File: src/hdl/bffa_pkg.sv
`default_nettype none
package bffa_pkg;

    // heap geometry, block size is a power of two
    localparam int NUM_BLOCKS  = 512;
    localparam int BLOCK_BYTES = 32768;

    localparam int BLK_W       = (NUM_BLOCKS > 1) ? $clog2(NUM_BLOCKS) : 1;
    localparam int CNT_W       = $clog2(NUM_BLOCKS + 1);
    localparam int BLOCK_SHIFT = $clog2(BLOCK_BYTES);

    // fixed field widths of the result beat
    localparam int BYTES_W     = 25;
    localparam int USED_W      = 10;

    localparam logic [32:0] HEAP_BYTES =
        33'(longint'(NUM_BLOCKS) * longint'(BLOCK_BYTES));

    localparam logic KIND_ALLOC = 1'b0;
    localparam logic KIND_FREE  = 1'b1;

    typedef enum logic [1:0] {
        STS_ALLOC   = 2'd0,
        STS_FAIL    = 2'd1,
        STS_FREED   = 2'd2,
        STS_IGNORED = 2'd3
    } status_t;

    typedef struct packed {
        logic        kind;
        logic [31:0] size_bytes;
        logic [31:0] address;
    } req_t;

    typedef struct packed {
        status_t             status;
        logic [31:0]         alloc_address;
        logic [BYTES_W-1:0]  used_bytes;
        logic [BYTES_W-1:0]  free_bytes;
        logic [USED_W-1:0]   used_blocks;
        logic [31:0]         live_allocs;
        logic [31:0]         allocs_total;
        logic [31:0]         frees_total;
    } rsp_t;

    // controls from the sequencer to the bitmap ring
    typedef struct packed {
        logic shift;
        logic head_bit;
    } ring_ctrl_t;

endpackage
`default_nettype wire

File: src/hdl/bffa_cell.sv
`default_nettype none
module bffa_cell
(
    input  wire logic aclk,
    input  wire logic aresetn,
    input  wire logic shift,
    input  wire logic d,
    output logic      q
);

    logic used_reg;

    // one bitmap bit, handed on to the neighbor while the ring turns
    always_ff @(posedge aclk) begin
        if (!aresetn) begin
            used_reg <= 1'b0;
        end else if (shift) begin
            used_reg <= d;
        end
    end

    assign q = used_reg;

endmodule
`default_nettype wire

File: src/hdl/bffa_chain.sv
`default_nettype none
module bffa_chain
    import bffa_pkg::*;
(
    input  wire logic       aclk,
    input  wire logic       aresetn,
    input  wire ring_ctrl_t ctrl,
    output logic            head_out
);

    logic cell_q [NUM_BLOCKS];

    // cell 0 holds the block under the head; the head writes back into the far end
    for (genvar i = 0; i < NUM_BLOCKS; i++) begin : g_cell
        logic d;
        if (i == NUM_BLOCKS - 1) begin : g_tail
            assign d = ctrl.head_bit;
        end else begin : g_mid
            assign d = cell_q[i+1];
        end
        bffa_cell u_cell (
            .aclk    (aclk),
            .aresetn (aresetn),
            .shift   (ctrl.shift),
            .d       (d),
            .q       (cell_q[i])
        );
    end

    assign head_out = cell_q[0];

endmodule
`default_nettype wire

File: src/hdl/bitmap_first_fit_block_allocator_unit.sv
`default_nettype none
// channel   dir  handshake             beat
// s_        in   s_valid / s_ready     req_t: kind, size_bytes, address
// m_        out  m_valid / m_ready     rsp_t: status, address, occupancy, counters
// cfg_      in   cfg_valid / cfg_ready pool base address, 32 bits
//
// the bitmap is a ring of NUM_BLOCKS one-bit cells turning one block per cycle
// past a head; one request is worked at a time, s_ready is high only when idle
// allocate that fits: scan turn, mark turn, result; allocate that finds no room:
// scan turn, result; zero or oversize size: result only
// free in range: free turn, result; free of zero or out of range: result only
// reset clears every cell at once; a held result beat only holds the result
// step, a new request is accepted while that beat waits
module bitmap_first_fit_block_allocator_unit
    import bffa_pkg::*;
(
    input  wire logic        aclk,
    input  wire logic        aresetn,
    input  wire logic        s_valid,
    output logic             s_ready,
    input  wire req_t        s_data,
    output logic             m_valid,
    input  wire logic        m_ready,
    output rsp_t             m_data,
    input  wire logic        cfg_valid,
    output logic             cfg_ready,
    input  wire logic [31:0] cfg_data
);

    typedef enum logic [4:0] {
        S_IDLE = 5'b00001,
        S_SCAN = 5'b00010,
        S_MARK = 5'b00100,
        S_FREE = 5'b01000,
        S_DONE = 5'b10000
    } state_t;

    state_t            state_reg;
    logic [31:0]       base_addr_reg;
    logic [BLK_W-1:0]  pos_reg;
    logic [CNT_W-1:0]  run_reg;
    logic [CNT_W-1:0]  need_reg;
    logic              found_reg;
    logic [BLK_W-1:0]  start_reg;
    logic [CNT_W-1:0]  end_reg;
    logic [BLK_W-1:0]  idx_reg;
    logic              freed_reg;
    status_t           status_reg;
    logic [CNT_W-1:0]  used_reg;
    logic [31:0]       live_reg;
    logic [31:0]       allocs_reg;
    logic [31:0]       frees_reg;
    logic              m_valid_reg;
    rsp_t              m_data_reg;

    logic [CNT_W-1:0]  used_next;
    logic [31:0]       live_next;
    logic [31:0]       allocs_next;
    logic [31:0]       frees_next;

    ring_ctrl_t        ring_ctrl;
    logic              head;

    // ---- request decode at accept ----
    logic [32:0]       need_full;
    logic              alloc_reject;
    logic [32:0]       offset;
    logic              free_reject;
    logic              accept;

    assign accept    = s_valid && s_ready;
    // round up to whole blocks without wraparound
    assign need_full = 33'(s_data.size_bytes >> BLOCK_SHIFT)
                     + 33'((s_data.size_bytes & 32'(BLOCK_BYTES - 1)) != 32'd0);
    assign alloc_reject = (s_data.size_bytes == 32'd0) || (need_full > 33'(NUM_BLOCKS));
    // borrow in bit 32 means the address sits below the heap
    assign offset      = {1'b0, s_data.address} - {1'b0, base_addr_reg};
    assign free_reject = (s_data.address == 32'd0) || offset[32] || (offset >= HEAP_BYTES);

    // ---- head of the ring ----
    logic              last;
    logic [CNT_W-1:0]  run_inc;
    logic [CNT_W-1:0]  pos_ext;
    logic [CNT_W-1:0]  start_full;
    logic              hit;
    logic              in_run;
    logic              free_hit;

    assign pos_ext    = CNT_W'(pos_reg);
    assign last       = (pos_reg == BLK_W'(NUM_BLOCKS - 1));
    assign run_inc    = run_reg + CNT_W'(1);
    // first window of need free blocks ends at this position
    assign hit        = (state_reg == S_SCAN) && !found_reg && !head && (run_inc == need_reg);
    assign start_full = pos_ext + CNT_W'(1) - need_reg;
    assign in_run     = (pos_ext >= CNT_W'(start_reg)) && (pos_ext < end_reg);
    assign free_hit   = (state_reg == S_FREE) && (pos_reg == idx_reg) && head;

    always_comb begin
        ring_ctrl.shift    = (state_reg == S_SCAN) || (state_reg == S_MARK)
                          || (state_reg == S_FREE);
        ring_ctrl.head_bit = head;
        if (state_reg == S_MARK && in_run) begin
            ring_ctrl.head_bit = 1'b1;
        end else if (state_reg == S_FREE && pos_reg == idx_reg) begin
            ring_ctrl.head_bit = 1'b0;
        end
    end

    bffa_chain u_chain (
        .aclk     (aclk),
        .aresetn  (aresetn),
        .ctrl     (ring_ctrl),
        .head_out (head)
    );

    // ---- counters as they stand after the request ----
    always_comb begin
        used_next   = used_reg;
        live_next   = live_reg;
        allocs_next = allocs_reg;
        frees_next  = frees_reg;
        case (status_reg)
            STS_ALLOC: begin
                used_next   = used_reg + need_reg;
                live_next   = live_reg + 32'd1;
                allocs_next = allocs_reg + 32'd1;
            end
            STS_FREED: begin
                if (used_reg != '0) begin
                    used_next = used_reg - CNT_W'(1);
                end
                if (live_reg != 32'd0) begin
                    live_next = live_reg - 32'd1;
                end
                frees_next = frees_reg + 32'd1;
            end
            default: begin
            end
        endcase
    end

    logic [BYTES_W-1:0] used_bytes;
    logic               out_free;

    assign used_bytes = BYTES_W'(used_next) << BLOCK_SHIFT;
    assign out_free   = !m_valid_reg || m_ready;

    // ---- sequencer ----
    always_ff @(posedge aclk) begin
        if (!aresetn) begin
            state_reg     <= S_IDLE;
            base_addr_reg <= 32'h0020_0000;
            pos_reg       <= '0;
            run_reg       <= '0;
            found_reg     <= 1'b0;
            freed_reg     <= 1'b0;
            status_reg    <= STS_FAIL;
            used_reg      <= '0;
            live_reg      <= '0;
            allocs_reg    <= '0;
            frees_reg     <= '0;
            m_valid_reg   <= 1'b0;
        end else begin
            if (cfg_valid) begin
                base_addr_reg <= cfg_data;
            end
            // a beat taken in the commit cycle is replaced there
            if (m_valid_reg && m_ready && state_reg != S_DONE) begin
                m_valid_reg <= 1'b0;
            end

            unique case (state_reg)
                S_IDLE: begin
                    if (accept) begin
                        pos_reg   <= '0;
                        run_reg   <= '0;
                        found_reg <= 1'b0;
                        freed_reg <= 1'b0;
                        if (s_data.kind == KIND_FREE) begin
                            idx_reg <= offset[BLOCK_SHIFT +: BLK_W];
                            if (free_reject) begin
                                status_reg <= STS_IGNORED;
                                state_reg  <= S_DONE;
                            end else begin
                                state_reg  <= S_FREE;
                            end
                        end else begin
                            need_reg <= need_full[CNT_W-1:0];
                            if (alloc_reject) begin
                                status_reg <= STS_FAIL;
                                state_reg  <= S_DONE;
                            end else begin
                                state_reg  <= S_SCAN;
                            end
                        end
                    end
                end
                S_SCAN: begin
                    pos_reg <= last ? '0 : pos_reg + BLK_W'(1);
                    if (!found_reg) begin
                        run_reg <= head ? '0 : run_inc;
                    end
                    if (hit) begin
                        found_reg <= 1'b1;
                        start_reg <= start_full[BLK_W-1:0];
                        end_reg   <= pos_ext + CNT_W'(1);
                    end
                    if (last) begin
                        if (found_reg || hit) begin
                            state_reg <= S_MARK;
                        end else begin
                            status_reg <= STS_FAIL;
                            state_reg  <= S_DONE;
                        end
                    end
                end
                S_MARK: begin
                    pos_reg <= last ? '0 : pos_reg + BLK_W'(1);
                    if (last) begin
                        status_reg <= STS_ALLOC;
                        state_reg  <= S_DONE;
                    end
                end
                S_FREE: begin
                    pos_reg <= last ? '0 : pos_reg + BLK_W'(1);
                    if (free_hit) begin
                        freed_reg <= 1'b1;
                    end
                    if (last) begin
                        status_reg <= (freed_reg || free_hit) ? STS_FREED : STS_IGNORED;
                        state_reg  <= S_DONE;
                    end
                end
                S_DONE: begin
                    // wait for the result register, then commit counters
                    if (out_free) begin
                        used_reg    <= used_next;
                        live_reg    <= live_next;
                        allocs_reg  <= allocs_next;
                        frees_reg   <= frees_next;
                        m_valid_reg <= 1'b1;
                        state_reg   <= S_IDLE;
                    end
                end
                default: begin
                    state_reg <= S_IDLE;
                end
            endcase
        end
    end

    // result payload, loaded in the commit cycle
    always_ff @(posedge aclk) begin
        if (state_reg == S_DONE && out_free) begin
            m_data_reg.status        <= status_reg;
            m_data_reg.alloc_address <= (status_reg == STS_ALLOC)
                ? base_addr_reg + (32'(start_reg) << BLOCK_SHIFT) : 32'd0;
            m_data_reg.used_bytes    <= used_bytes;
            m_data_reg.free_bytes    <= BYTES_W'(HEAP_BYTES) - used_bytes;
            m_data_reg.used_blocks   <= USED_W'(used_next);
            m_data_reg.live_allocs   <= live_next;
            m_data_reg.allocs_total  <= allocs_next;
            m_data_reg.frees_total   <= frees_next;
        end
    end

    assign s_ready   = (state_reg == S_IDLE);
    assign cfg_ready = 1'b1;
    assign m_valid   = m_valid_reg;
    assign m_data    = m_data_reg;

endmodule
`default_nettype wire

File: config.mk
export PLATFORM = sky130hd
export DESIGN_NAME = bitmap_first_fit_block_allocator_unit
export DESIGN_NICKNAME = d
export VERILOG_FILES = /design/src/hdl/bffa_pkg.sv /design/src/hdl/bffa_cell.sv /design/src/hdl/bffa_chain.sv /design/src/hdl/bitmap_first_fit_block_allocator_unit.sv
export SDC_FILE = /design/constraint.sdc
export NUM_CORES = 2
export LEC_CHECK = 0
export BUFFER_PORTS_ARGS = -buffer_cell sky130_fd_sc_hd__buf_2
export CORE_ASPECT_RATIO = 2
export CORE_MARGIN = 10
export CORE_UTILIZATION = 40
export CTS_BUF_LIST = sky130_fd_sc_hd__clkbuf_16
export DETAILED_ROUTE_END_ITERATION = 10
export GPL_TIMING_DRIVEN = 1
export HOLD_SLACK_MARGIN = 0.05
export PLACE_DENSITY = 0.65
export RECOVER_POWER = 100
export SYNTH_ARGS = -nofsm -noshare
export SYNTH_HDL_FRONTEND = slang
export SYNTH_SLANG_ARGS = --single-unit
File: constraint.sdc
create_clock -name aclk -period 14.1 [get_ports aclk]
set_clock_uncertainty 0.05 [all_clocks]
set_input_delay 4.23 -clock aclk [delete_from_list [all_inputs] [get_ports aclk]]
set_output_delay 4.23 -clock aclk [all_outputs]
set_load 0.01 [all_outputs]
==> reports/metrics.cfg <==
[status]
status=finished, violations left
violations=capacitance limit, slew limit

[placed_design]
numPortBuffers=263
place_congestion=0.849
dp_hpwl_um=57700

[die]
dieArea_um2=110000
dieHeight_um=459
start_util_pct=40.2
core_area_um2=96100
io_pins=295
die_x_um=240
num_rows=161

[clock_network]
cts_root_buf=clkbuf_16
cts_tree=done
clkTransAtPathRegs_ns=0.07
numCtsBuffers=79
cts_buffer_depth=3
postCtsHoldBufs=0
cts_sinks=866
cts_setup_buffers=0
cts_resized=0
htreeDepth=3
clk_latency_ns=0.68

[routing]
routed_wl_um=86100
drt-initial-drc-count=1538
wl_per_cell_um=15.1
avgViaCountPerCell=5.05
drcViolationCount=0
dr.pass1.iters=5
vias=28800
ant_nets=0

[setup_path]
crit_top_cell=clkbuf_1
path_cells=buf_2 -> nand2b_1 -> nand2b_2 -> clkbuf_1 -> inv_8 -> clkbuf_1 -> buf_4 -> nand3_1 -> xnor2_1 -> and2_0
cpPeakStageDelay_ns=2.79
end_kind=flip-flop
worstPathArrival_ns=10.85
worst-setup-path-type=input pin to flip-flop
worstPathRequired_ns=14.60
crit_path_max_fanout=120
cpMaxStageDelayCell=clkbuf_1
crit_path_start_kind=input pin

[flow_run]
cap_viol_max_count=9

[yosys]
synth_cell_types=87
yosysSeqAreaShare_pct=49.7
avgSynthCellArea_um2=8.97
synthFlopType=dfxtp_1
syn_area_um2=38600
synthesis.instances=4306
yosys_register_bits=866
synth_edf_count=187
asyncSetResetFlopFracSynth_pct=0
yosys_warnings=0

[power]
power.leakage_uw=0.0149
p_per_area_nw_per_um2=117
ir_worst_vdd_uv=83.7

[sta]
period_needed_ns=10.35
finalSetupViolations=0
fin_crit_sh_pct=73.4
rsz0062_at_grt=false
tightest_slew_ns=4.11
tns_ns=0
maxSlewHeadroom_pct=-174
final-hold-violation-count=0
fmax_mhz=96.6
drv_slew=612

[global_routing]
grt_pass1_vias=27400
antenna_found_initial=10
overflow=0
grt_pass1_wl_um=139000
grt_max_degree=251
grtUsageTotal_pct=15.2

[cells_and_area]
layout-drive-gt1-share_pct=5.60
largest_register_ffs=512
final_nets=4593
finish.utilization_pct=44.5
syn2layout_area_growth_pct=10.7

[hold_path]
min_path_type=flip-flop to flip-flop

[metal layers]
layer  vias to the layer above  GRT usage (%)  wire [um]  share of wire (%)
li1                      14500              -          -                  -
met1                     13500           17.2      35300                 41
met2                       538           26.9      42900                 50
met3                       160           2.74       4530                5.3
met4                         4           7.89       3440                4.0
met5                         -              0         27              0.031
[stage by stage]
step	worst slack (ns)	cells	power [uW]	cell area, um2	hold WS (ns)
global placement	5.95	5541	2900	40400	0.396
finish	3.75	5695	5000	42800	0.399
global route	3.22	5691	5200	42700	0.428
detailed placement	5.87	5541	2900	40400	0.407
floorplan	4.00	4335	2820	38700	0.359
CTS	6.62	5687	5090	43000	0.398
[logic make-up after synthesis]
group / count (synthesis) / share of synthesized area, %
other: 2 / 0.0194
buffers and inverters: 396 / 4.46
multiplexers: 41 / 1.07
flip-flops: 866 / 49.7
adder cells (fa/ha/maj): 91 / 3.03
AO/OA/AOI/OAI: 853 / 15.7
AND/OR/NAND/NOR: 1822 / 20.7
XOR/XNOR: 235 / 5.33
[layout make-up]
cell class	instances	area (um2)
clock buffers	80	2000
diodes	8	20.0
clock inverters	66	622
repair buffers	284	1260
fillers	9496	53300
multi-input cells	3073	17700
well taps	1222	1530
inverters	96	368
flip-flops and latches	866	19200
[Yosys cell counts (49+ instances only)]
cell	instances	area [um2]
nand3_1	67	335
nor3_1	49	245
a21boi_0	555	4170
nor2_1	163	612
ha_1	87	1090
xnor2_1	142	1240
edfxtp_1	187	5620
xor2_1	93	815
nor2b_1	52	325
o21ai_0	101	505
nand2_1	1203	4520
dfxtp_1	679	13600
and2_1	78	488
a21oi_1	64	320
inv_1	94	353
clkbuf_1	237	890
[placed cells by master, fill, tap and decap left out, types with 10 or more instances in the layout]
| cell type | instances |
|---|---|
| a211oi_1 | 10 |
| nor2b_1 | 52 |
| inv_1 | 112 |
| clkinv_2 | 10 |
| and3_1 | 32 |
| nor3b_1 | 11 |
| a21oi_1 | 64 |
| and2_0 | 57 |
| nand3_1 | 67 |
| edfxtp_1 | 187 |
| dfxtp_1 | 679 |
| clkbuf_1 | 178 |
| nor3_1 | 49 |
| clkinv_1 | 12 |
| a21o_1 | 20 |
| mux2i_1 | 40 |
| or3_1 | 44 |
| nand2_1 | 1203 |
| xnor2_1 | 142 |
| nand4_1 | 30 |
| a31oi_1 | 16 |
| and2_1 | 21 |
| conb_1 | 31 |
| o21a_1 | 12 |
| nand2b_1 | 10 |
| xor2_1 | 93 |
| ha_1 | 87 |
| a21boi_0 | 555 |
| clkbuf_16 | 80 |
| o21ai_0 | 101 |
| nor2_1 | 163 |
| nor4_1 | 32 |
| buf_2 | 95 |
[critical path: cells and delay by family]
kind	cells	cell delay, ns
xor gates and xnor gates	1	0.07
buffers and inverters	5	5.77
and+or+nand+nor	4	0.69
[report_power, final]
part           total, uW  internal [uW]  switching [uW]
Clock               2160           1170             994
Sequential          2560           2550            16.1
Combinational        279            110             169
[final timing paths]
kind                              start                          to  slack, ns  cells after the start
max                             m_ready               allocs_reg[7]       3.75                     10
min          u_chain.g_cell[2].u_cell.q  u_chain.g_cell[1].u_cell.q       0.40                      2
max reg2reg                state_reg[3]               allocs_reg[7]       6.80                     10
min reg2reg  u_chain.g_cell[2].u_cell.q  u_chain.g_cell[1].u_cell.q       0.40                      2
No activity file was read; power rests on OpenSTA's default activity.
